--- src/rtl/ssti_ram.sv ---
`default_nettype none
module ssti_ram #(
  parameter int Width = 8,
  parameter int Depth = 16
) (
  input  wire logic                     clk,
  input  wire logic                     we,
  input  wire logic [$clog2(Depth)-1:0] waddr,
  input  wire logic [Width-1:0]         wdata,
  input  wire logic [$clog2(Depth)-1:0] raddr,
  output logic      [Width-1:0]         rdata
);
  logic [Width-1:0] mem [Depth];
  always_ff @(posedge clk) begin
    if (we) mem[waddr] <= wdata;
    rdata <= mem[raddr];
  end
endmodule
`default_nettype wire

--- config.mk ---
export PLATFORM = sky130hd
export DESIGN_NAME = ssti_ram
export DESIGN_NICKNAME = d
export VERILOG_FILES = /design/src/rtl/ssti_ram.sv
export SDC_FILE = /design/constraint.sdc
export NUM_CORES = 1
export LEC_CHECK = 0
export BUFFER_PORTS_ARGS = -buffer_cell sky130_fd_sc_hd__buf_2
export CORE_UTILIZATION = 55
export CTS_BUF_LIST = sky130_fd_sc_hd__clkbuf_8
export CTS_CLUSTER_SIZE = 30
export DETAILED_ROUTE_END_ITERATION = 8
export HOLD_SLACK_MARGIN = 0.15
export PLACE_DENSITY = 0.85
export SKIP_CTS_REPAIR_TIMING = 1
export SLEW_MARGIN = 0
export SYNTH_ARGS = -nofsm -noshare
export SYNTH_HDL_FRONTEND = slang
export SYNTH_SLANG_ARGS = --single-unit
--- constraint.sdc ---
create_clock -name clk -period 1.84 [get_ports clk]
set_clock_uncertainty 0.1 [all_clocks]
set_input_delay 0.184 -clock clk [delete_from_list [all_inputs] [get_ports clk]]
set_output_delay 0.184 -clock clk [all_outputs]
set_load 0.1 [all_outputs]
==> Word level (Yosys, flattened, before mapping) <==
Memory sizes are Yosys's and may differ from the RTL's. A register that Yosys moved wholly into a read port is not among the register bits.
Cells that the tools add are included.
{ "classes": {"mux": 2} }
{ "ops": {"columns": ["cell", "count"], "rows": [
  ["$mux W1", 2]
]} }
{ "word_totals": {"reg_bits": 0, "output_inout_bits": 8, "ram_bits": 128, "mem_count": 1, "inputBits": 18} }
{ "memory_table": {"columns": ["name", "depth", "width", "read_ports", "rd_clocked_by_memory_dff", "write_ports", "line_no", "text"], "rows": [
  ["mem", 16, 8, 1, 1, 1, "13", "logic [Width-1:0] mem [Depth];"]
]} }

==> Depth between registers and ports, before layout <==
{ "depth": {"ltp_word": 2, "mapped_depth": 5, "ltp_nobuf": 3} }

==> Worst setup path after synthesis <==
Ideal clock, no wire load.
{ "synth_path": {"path_kind": "input to register", "from": "input port waddr[2]", "to": "memory mem[0][0] (enable)", "path_stages": 2, "slack_ps": 63, "setup_ps": 383, "n_path_buf": 0, "arrival_time_ps": 1294, "path_cell_list": "or3b_2 > nor3_1"} }
{ "synth_lines": {"columns": ["element", "line_no", "text"], "rows": [
  ["start, declared", "8", "input wire logic [$clog2(Depth)-1:0] waddr,"],
  ["end, declared", "13", null]
]} }
No word-level cell before the write port.

==> Worst setup path after layout <==
{ "layout_path": {"from": "register rdata[4] (read register of mem)", "to": "output port rdata[4]"} }
{ "layout_lines": {"columns": ["element", "line_no", "text"], "rows": [
  ["start, declared", "11", "output logic [Width-1:0] rdata"]
]} }
No word-level cell between the ends.

==> reports/summary.md <==
### Floorplanning
- **number of primary I/O pins** 26
- **Die Width** 98.7 um
- **initial core utilization** 57.9%
- **Die Height** 98.7 um
- **Core Rows** 34
- **Die ar.** 0.00975 mm2
- **Core Region** 0.00889 mm2

### Worst setup path
- **cells along the critical path** buf_2
- **element type at the critical path end** output pin
- **data arrival time of the worst path** 1.19 ns
- **CP top delay family** buffers and inverters
- **capture instance of the worst register-to-register path** rdata[7]
- **critical path data required time** 1.56 ns
- **length in cells of the worst reg-to-reg path** 3
- **Max FO, Critical Path** 1
- **Startpoint Class** flip-flop
- **critical path type** reg2out
- **sum of buffers and inverters on the critical path** 1
- **largest stage delay on the critical path** 0.43 ns
- **Critical R2R Launch** mem[3][7]
- **reg-to-reg slack, setup** 0.38 ns
- **Critical-path top delay cell** buf_2

### Logic synthesis
- **post-synthesis instance area** 0.00515 mm2
- **per-instance average area after synthesis** 22.5 um2
- **count of warnings emitted by yosys** 0
- **post-synthesis instance total** 229
- **number of distinct library cells after synthesis** 19
- **post-synthesis sequential element count** 136
- **synthesized net count** 247
- **sequential-to-total area share from yosys stat** 77.8%

### Flow run
- **number of maximum-capacitance constraint violations** 0

### Cells and area
- **ratio of cells with drive above 1 in the final layout** 31.1%
- **final-stage net count** 310
- **final design area excluding fillers** 0.00600 mm2
- **layout overhead on the synthesized area** 16.6%
- **number of diodes** 0

### Power and ir drop
- **Pwr Density** 1070 mW/mm2
- **overall power after layout** 6410 uW
- **Leak** 0.00205 uW
- **worst vdd ir** 0.515 mV

### STA
- **final hold viol count** 0
- **part of the cycle the worst path needs** 80.0%
- **final setup violating endpoints** 0
- **remaining max-slew budget at the tightest pin** 67.1%
- **final number of max-transition violations** 0
- **transition at the pin with the smallest max-transition slack** 0.496 ns
- **Hold Worst Slack** 0.136 ns
- **RSZ-0062 raised after global routing** false
- **final worst path period need** 1.47 ns
- **maximum clock rate** 680 MHz
- **Final Worst Setup Slack** 0.369 ns
- **final setup TNS** 0 ns

### Clock tree
- **clock buffer depth** 2
- **clock tree from TritonCTS** built
- **clock latency at the later pin of the worst-skew pair** 0.43 ns
- **CTS clock-pin slew for the worst setup and hold paths** 0.07 ns
- **number of buffers created by CTS** 17
- **maximum level of the CTS H-tree** 4
- **Clock Sinks** 136
- **clk root buf** clkbuf_8

### Global routing
- **number of antenna violations at the first check in global routing** 0
- **grt total ovfl** 0
- **first-pass GRT wire length** 14400 um
- **via count of the first global-routing pass** 2603
- **pin count of the biggest net entering global routing** 33
- **GRT Util Overall** 21.3%

### Placement
- **number of input and output port buffers inserted** 25
- **Placer Congestion** 0.697
- **Post-Place Cell Area** 0.00552 mm2
- **sum of net half-perimeters after detailed placement** 5950 um
- **pre-CTS setup slack** 0.154 ns

### Route
- **number of nets with antenna violations after detailed routing** 0
- **mean routed wirelength per cell** 22.9 um
- **number of remaining DRC errors** 0
- **detailed-routing iteration count for the pre-antenna-repair pass** 5
- **via count** 2567
- **number of design-rule violations left by the first detailed-router iteration** 192
- **via density per instance** 6.22
- **WL final** 9470 um

### Hold path
- **hold-critical path endpoint** rdata[7]
- **Cells on Worst Hold Path** 4
- **path class of the lowest-slack min-delay path** in2reg
- **critical hold path startpoint** raddr[2]

### Run status
- **status** finished, final reports clean

synthesized netlist by cell type:
master | number | area [um2]
and2b_1 | 1 | 7.51
nand3_1 | 1 | 5.00
clkdlybuf4s25_2 | 3 | 30.0
nor2_1 | 13 | 48.8
nor3_1 | 4 | 20.0
buf_6 | 3 | 33.8
nor2b_1 | 1 | 6.26
nand2_1 | 9 | 33.8
or3b_2 | 1 | 8.76
mux4_1 | 14 | 368
and2_1 | 1 | 6.26
buf_4 | 1 | 7.51
edfxtp_1 | 128 | 3840
buf_2 | 3 | 15.0
a22oi_1 | 16 | 120
nand2b_1 | 2 | 12.5
nand3b_1 | 2 | 15.0
dfxtp_1 | 8 | 160
mux4_2 | 18 | 405
worst register-to-register path, cell delays in order (launching register included):
cell	delay [ns]
edfxtp_1	0.38
mux4_2	0.48
a22oi_1	0.29
nand2_1	0.10
routing by layer:
| layer | part of all wire, % | routed length (um) | track usage, % | vias up |
|---|---|---|---|---|
| li1 | - | - | - | 1094 |
| met1 | 40 | 3750 | 27.3 | 1333 |
| met2 | 50 | 4750 | 33.7 | 115 |
| met3 | 7.5 | 709 | 6.38 | 25 |
| met4 | 2.7 | 258 | 10.7 | 0 |
| met5 | 0 | 0 | 0 | - |
metrics by stage:
stage               cells  util [%]
floorplan             229         -
global route          413      67.5
CTS                   405      66.6
global placement      373      62.0
finish                413      67.5
detailed placement    373      62.0
power breakdown:
| group | internal, uW | switching, uW |
|---|---|---|
| Combinational | 156 | 331 |
| Clock | 1360 | 1090 |
| Sequential | 3460 | 18.8 |
| Total | 4970 | 1430 |
layout by cell type, fill, tap and decap left out:
| cell type | synthesis | layout |
|---|---|---|
| nor3_1 | 4 | 4 |
| buf_4 | 1 | 18 |
| nand2b_1 | 2 | 2 |
| clkinv_2 | 0 | 4 |
| clkinvlp_4 | 0 | 4 |
| nand3b_1 | 2 | 2 |
| clkbuf_8 | 0 | 18 |
| nand3_1 | 1 | 1 |
| bufinv_16 | 0 | 3 |
| clkinv_1 | 0 | 2 |
| and2_1 | 1 | 1 |
| mux4_2 | 18 | 18 |
| nand2_1 | 9 | 9 |
| nor2_1 | 13 | 13 |
| and2b_1 | 1 | 1 |
| nor2b_1 | 1 | 1 |
| or3b_2 | 1 | 1 |
| dfxtp_1 | 8 | 8 |
| a22oi_1 | 16 | 16 |
| mux4_1 | 14 | 14 |
| buf_12 | 0 | 3 |
| edfxtp_1 | 128 | 128 |
| clkinv_4 | 0 | 1 |
| dlygate4sd3_1 | 0 | 8 |
| buf_2 | 3 | 25 |
worst max path at each step:
stage | start | end | slack, ns | cells past startpoint
after floorplan | waddr[2] | mem[0][0] | 0.06 | 2
after global placement | raddr[0] | rdata[0] | 0.15 | 5
after detailed placement | raddr[0] | rdata[0] | 0.15 | 5
after CTS | rdata[5] | rdata[5] | 0.35 | 1
after global routing | mem[1][3] | rdata[3] | 0.31 | 3
final | rdata[4] | rdata[4] | 0.37 | 1
logic make-up (layout without fill, tap and decap cells):
kind of cell | Yosys count | count (layout) | share of synthesized area (%)
and+or+nand+nor | 35 | 35 | 3.18
muxes | 32 | 32 | 15.0
DFF | 136 | 136 | 77.8
buffers and inverters | 10 | 86 | 1.68
AOI/OAI and AO/OA | 16 | 16 | 2.33
final cells by class:
cell class              instances  area, um2
clock buffers                  18        248
clock inverters                14        156
fillers                       538       2890
multi-input cells              83       1060
flip-flops and latches        136       4000
well taps                     108        135
repair buffers                 54        400
sequential cells by signal, summed over array words and instances, names as in the netlist:
name,count
mem,128
rdata,8
Note: power is estimated with default switching activity, not from simulation.
