`config.mk`:
```
export PLATFORM = sky130hd
export DESIGN_NAME = ssti_div
export DESIGN_NICKNAME = d
export VERILOG_FILES = /design/src/rtl/ssti_pkg.sv /design/src/rtl/ssti_div.sv
export SDC_FILE = /design/constraint.sdc
export NUM_CORES = 1
export LEC_CHECK = 0
export ABC_AREA = 1
export BUFFER_PORTS_ARGS = -buffer_cell sky130_fd_sc_hd__buf_2
export CORE_AREA = 2 2 221 223
export CTS_BUF_LIST = sky130_fd_sc_hd__clkbuf_4 sky130_fd_sc_hd__clkbuf_8 sky130_fd_sc_hd__clkbuf_16
export CTS_CLUSTER_SIZE = 12
export DETAILED_ROUTE_END_ITERATION = 12
export DIE_AREA = 0 0 223 225
export SYNTH_ARGS = -nofsm -noshare
export SYNTH_HDL_FRONTEND = slang
export SYNTH_SLANG_ARGS = --single-unit
```
`constraint.sdc`:
```
create_clock -name clk -period 19.5 [get_ports clk]
set_clock_uncertainty 0.15 [all_clocks]
set_input_delay 3.9 -clock clk [delete_from_list [all_inputs] [get_ports clk]]
set_output_delay 3.9 -clock clk [all_outputs]
set_load 0.03 [all_outputs]
```
`src/rtl/ssti_pkg.sv`:
```
`default_nettype none
package ssti_pkg;
  localparam int QueueDepth = 16;
  localparam int TimeW = 40;
  localparam int LatW  = 38;
  localparam int LonW  = 39;
  localparam int MmW   = 32;
  localparam int RecW  = TimeW + LatW + LonW + 4 * MmW;
  localparam int MagW  = 41;
  localparam int ProdW = MagW + TimeW;
  localparam logic [TimeW-1:0] MaxGapReset = 40'd200000;

  localparam logic OP_PUSH = 1'b0;
  localparam logic OP_SYNC = 1'b1;

  localparam logic [1:0] ST_OK      = 2'd0;
  localparam logic [1:0] ST_FEW     = 2'd1;
  localparam logic [1:0] ST_LATER   = 2'd2;
  localparam logic [1:0] ST_GAP     = 2'd3;

  typedef struct packed {
    logic [TimeW-1:0]       t;
    logic signed [LatW-1:0] lat;
    logic signed [LonW-1:0] lon;
    logic signed [MmW-1:0]  alt;
    logic signed [MmW-1:0]  east;
    logic signed [MmW-1:0]  north;
    logic signed [MmW-1:0]  up;
  } rec_t;

  typedef struct packed {
    logic             start;
    logic [ProdW-1:0] num;
    logic [TimeW-1:0] den;
  } div_req_t;
endpackage
`default_nettype wire

```
`src/rtl/ssti_div.sv`:
```
`default_nettype none
// restoring divider, one quotient bit per cycle
module ssti_div
  import ssti_pkg::*;
(
  input  wire logic             clk,
  input  wire logic             rst_n,
  input  wire div_req_t         req,
  output logic                  busy,
  output logic [ProdW-1:0]      quo
);
  localparam int CntW = $clog2(ProdW + 1);
  logic [ProdW-1:0] num_r, quo_r;
  logic [TimeW:0]   rem_r;
  logic [TimeW-1:0] den_r;
  logic [CntW-1:0]  cnt_r;
  logic [TimeW:0]   sh;
  logic             ge;

  assign sh = {rem_r[TimeW-1:0], num_r[ProdW-1]};
  assign ge = sh >= {1'b0, den_r};
  assign busy = cnt_r != '0;
  assign quo = quo_r;

  always_ff @(posedge clk) begin
    if (!rst_n) begin
      cnt_r <= '0;
    end else if (req.start) begin
      cnt_r <= CntW'(ProdW);
      num_r <= req.num;
      den_r <= req.den;
      rem_r <= '0;
      quo_r <= '0;
    end else if (busy) begin
      cnt_r <= cnt_r - 1'b1;
      num_r <= num_r << 1;
      rem_r <= ge ? sh - {1'b0, den_r} : sh;
      quo_r <= {quo_r[ProdW-2:0], ge};
    end
  end
endmodule
`default_nettype wire

```
======== Word level (Yosys, flattened, before mapping) ========
Index checks and enable logic that the tools add are counted.
word-level totals
  flip-flop bits (word level) ............. 249
  bits in latches ......................... 0
  bits in writable memories ............... 0
  memory bits (read-only) ................. 0
  input bits .............................. 124
  output and inout bits ................... 82
  logic and storage cells ................. 22
  memories ................................ 0
operators by class
  add/sub/neg operators ................... 2
  $mul .................................... 0
  div/mod/pow operators ................... 0
  magnitude comparators ................... 1
  equality and inequality tests ........... 0
  shift operators ......................... 0
  multiplexer cells ....................... 7
  bitwise logic cells ..................... 1
  reductions and logical operators ........ 5
operators by type and width
  kind                 count
  $mux 81              3
  $mux 40              2
  $ge 41x40->1         1
  $sub 40x40->40       1
  $mux 7               2
  $reduce_bool 7->1    1
  $sub 7x1->7 const B  1
  $reduce_and 2->1     2
  $reduce_bool 2->1    1
  $reduce_or 2->1      1
  $not 1->1            1

======== Depth between registers and ports, before layout ========
  depth after elaboration ................. 3
  depth in mapped cells ................... 17
  depth with buffers taken out ............ 17

======== Worst setup path after synthesis ========
Ideal clock, no wire load.
  path type ............................... input -> register
  start ................................... in rst_n
  end ..................................... reg num_r[0] (enable)
  library setup time ...................... 1,043 ps
  arrival time ............................ 18,032 ps
  required time ........................... 18,307 ps
  path slack .............................. 275 ps
  stages .................................. 2
  buffers on the path ..................... 0
  cells stage by stage .................... inv_1 -> o21ai_0
between the ends
  word-level cells in the longest chain between the ends .. 1
RTL lines
  item                               RTL line        RTL
  from (decl)                        ssti_div.sv:7   input wire logic rst_n,
  $reduce_and 2->1 (no source line)  -
  to (signal assigned)               ssti_div.sv:30  num_r <= req.num;
  to (signal assigned)               ssti_div.sv:36  num_r <= num_r << 1;
  to (decl)                          ssti_div.sv:13  logic [ProdW-1:0] num_r, quo_r;
No other way between the ends.
A chain may end at the register's enable or synchronous reset.

======== Worst setup path after layout ========
  start ................................... reg cnt_r[0]
  end ..................................... out busy
between the ends
  word-level cells in the longest chain between the ends .. 1
RTL lines
  item                    RTL line        RTL
  from (decl)             ssti_div.sv:16  logic [CntW-1:0] cnt_r;
  from (signal assigned)  ssti_div.sv:29  cnt_r <= CntW'(ProdW);
  from (signal assigned)  ssti_div.sv:35  cnt_r <= cnt_r - 1'b1;
  $reduce_bool 7->1       ssti_div.sv:22  assign busy = cnt_r != '0;
  to (decl)               ssti_div.sv:9   output logic busy,
No other way between the ends.

==> reports/metrics.cfg <==
[outcome]
status = finished clean

[timing]
max_slew_margin = 0.350
hold_ws_ns = 0.325
drv_slew = 0
max_freq_mhz = 160
setup_violations = 0
hold_viol = 0
worst_pin_slew_ns = 0.974
period_share = 0.320
fin_crit_ns = 6.24
fin_tns_setup_ns = 0
rsz0062_at_grt = false

[synthesis]
synth_xor_area_frac = 0.0159
muxShareOfSynthArea = 0
syn-num-nets = 1764
synth-main-ff-cell = edfxtp_1
async_flop_share = 0
synth_top_area_share = 0.548
synth_top_family_by_area = simple AND/OR/NAND/NOR gates
synth_enable_flop_cells = 242
synth_area_um2 = 13300
syn_avg_cell_area_um2 = 8.30
synth_compound_area_frac = 0.0299
synth_fa_ha_area_frac = 0.0412
synth_simple_gate_area_frac = 0.259
yosys.area.top_type = edfxtp_1
yosys_warnings = 0
synth-seq-cells = 249
ys_types = 35
ys_seq_area_frac = 0.559
synth_area_leaders = edfxtp_1, nand2_1, inv_1
synthCells = 1597

[global_route]
grt_overflow = 0
grtUsageTotal = 0.131
grt_pass1_vias = 10500
grt_max_degree = 97
grt_pass1_wl_um = 53600
antenna_found_initial = 4

[critical_path]
worstSetupPathType = reg2out
endpoint_kind = output port
cp_max_fo = 5
worstPathRequired_ns = 15.45
worstPathArrival_ns = 2.19
critical_path.top_delay_family = buffers and inverters
path_cells = inv_1 > ha_1 > inv_1 > nor3_1 > inv_1 > buf_2
r2r-start = rem_r[35]
cpMostUsedCell = inv_1
reg2reg_to = rem_r[6]
crit_slowest_cell = nor3_1
r2r_setup_slack_ns = 16.41
max_stage_delay_ns = 0.47
reg2regPathDepth = 10
path_buf_inv = 4
worst_setup_path_start_kind = flip-flop

[power]
swShare = 0.368
comb_power_share = 0.339
leakage_uw = 0.00792
clkPwrFrac = 0.283
p_seq_frac = 0.378
vdd_drop_max_mv = 0.0654
power.switching_uw = 726
p_int_uw = 1250
p_per_area_nw_per_um2 = 124

[clock_network]
cts_buffers = 29
cts_hold_buf = 0
post-cts-setup-buffers = 0
cts_max_path_buffers = 3
clock_latency_ns = 0.58
cts_tree = done
h-tree-depth = 1
clock_sinks = 249
post_cts_resized = 0
cts-root-buf = clkbuf_16
cts.reportedPaths.clkPinSlew_ns = 0.06

[cells_and_area]
fin_util = 0.335
layout_commonest_cell = nand2_1
area_growth_pct = 20.0
n_fill_cell = 4999
fin_nets = 1968
drive_gt1_frac = 0.148
mostFrequentLayoutCells = nand2_1, inv_1, edfxtp_1, nor2_1, buf_2

[place]
place.gp.congestion = 0.934
numPortBuffers = 205
hpwl_um = 24100

[detailed_routing]
dr.first_iter.drc_count = 657
drt-vias-per-instance = 4.25
drcViolationCount = 0
first_pass_iters = 7
wl_um = 32900
ant_nets = 0
post_drt_wl_per_cell_um = 13.5
vias = 10400

[worst_hold_path]
worstHoldPathCells = 2
min_path_type = reg2reg
hold_end = cnt_r[0]
worst_hold_startpoint = cnt_r[0]

[run]
max_cap_viol_count = 0

[floorplan]
initial_core_util = 0.279
die_area_um2 = 50200
die_h_um = 225
core_um2 = 47500
ios = 206
num_rows = 80
die_w_um = 223

==> cell families after synthesis <==
logic type	after synthesis
AND/OR/NAND/NOR	880
XOR/XNOR	24
adder cells (fa/ha/maj)	43
flip-flops	249
AO/OA/AOI/OAI	75
buffers and inverters	326
==> per-layer routing <==
layer  GRT usage  part of all wire  routed length [um]  vias up
li1            -                 -                   -     5345
met1       0.172              0.46               15000     4714
met2       0.217              0.46               15100      248
met3      0.0275             0.054                1790       61
met4      0.0396             0.029                 970        6
met5           0            0.0012                  38        -
==> synth_stat cells, types with 4 or more instances <==
cell type  instances
nand2_1          593
inv_1            286
edfxtp_1         242
nor2_1           226
ha_1              42
nand3_1           33
a21oi_1           32
o21ai_0           29
clkbuf_1          26
xor2_1            21
nand3b_1           8
dfxtp_1            7
nor3_1             6
buf_1              5
o21ai_1            5
o21bai_1           4
==> state kept, by name, summed over array words and instances (netlist names) <==
name and count:
num_r 81, den_r 40, rem_r 40, cnt_r 7
quo 81
==> area by class of cell <==
type / count / area, um^2 / share of cell area
Tap cell: 615 / 769 / 0.0484
Sequential cell: 249 / 7410 / 0.466
Clock buffer: 34 / 763 / 0.0480
Antenna cell: 1 / 2.50 / 0.000157
Timing Repair Buffer: 211 / 1070 / 0.0675
Clock inverter: 19 / 210 / 0.0132
Multi-Input combinational cell: 1022 / 4600 / 0.289
Inverter: 288 / 1080 / 0.0680
==> worst max path at each step <==
stage | from | cells after the start | endpoint | slack, ns
5_1_grt | req[121] | 7 | rem_r[36] | 13.07
2_1_floorplan | rst_n | 2 | num_r[0] | 0.27
3_5_place_dp | req[121] | 7 | rem_r[38] | 12.70
6_report | cnt_r[0] | 6 | busy | 13.26
4_1_cts | cnt_r[0] | 6 | busy | 13.21
3_3_place_gp | req[121] | 7 | rem_r[34] | 12.78
==> worst min-delay path, stage by stage (launching register included) <==
cell	delay (ns)
dfxtp_1	0.31
nand2_1	0.06
a21oi_1	0.06
==> metrics by stage <==
stage          instances  area [um^2]  total power (uW)  setup slack [ns]
3_5_place_dp        2385        14900              1420             12.70
4_1_cts             2438        15900              2000             13.21
3_3_place_gp        2385        14900              1420             12.78
6_report            2439        15900              1970             13.26
5_1_grt             2439        15900              2120             13.07
2_1_floorplan       1597        13300              1280             0.275
==> power groups by stage <==
stage / combinational, uW / sequential, uW / clock [uW]
after floorplan: 467 / 814 / 0
after global placement: 662 / 755 / 0
after detailed placement: 668 / 755 / 0
after CTS: 670 / 748 / 578
after global routing: 768 / 757 / 596
final: 669 / 746 / 560
Note: power is estimated with default switching activity, not from simulation.
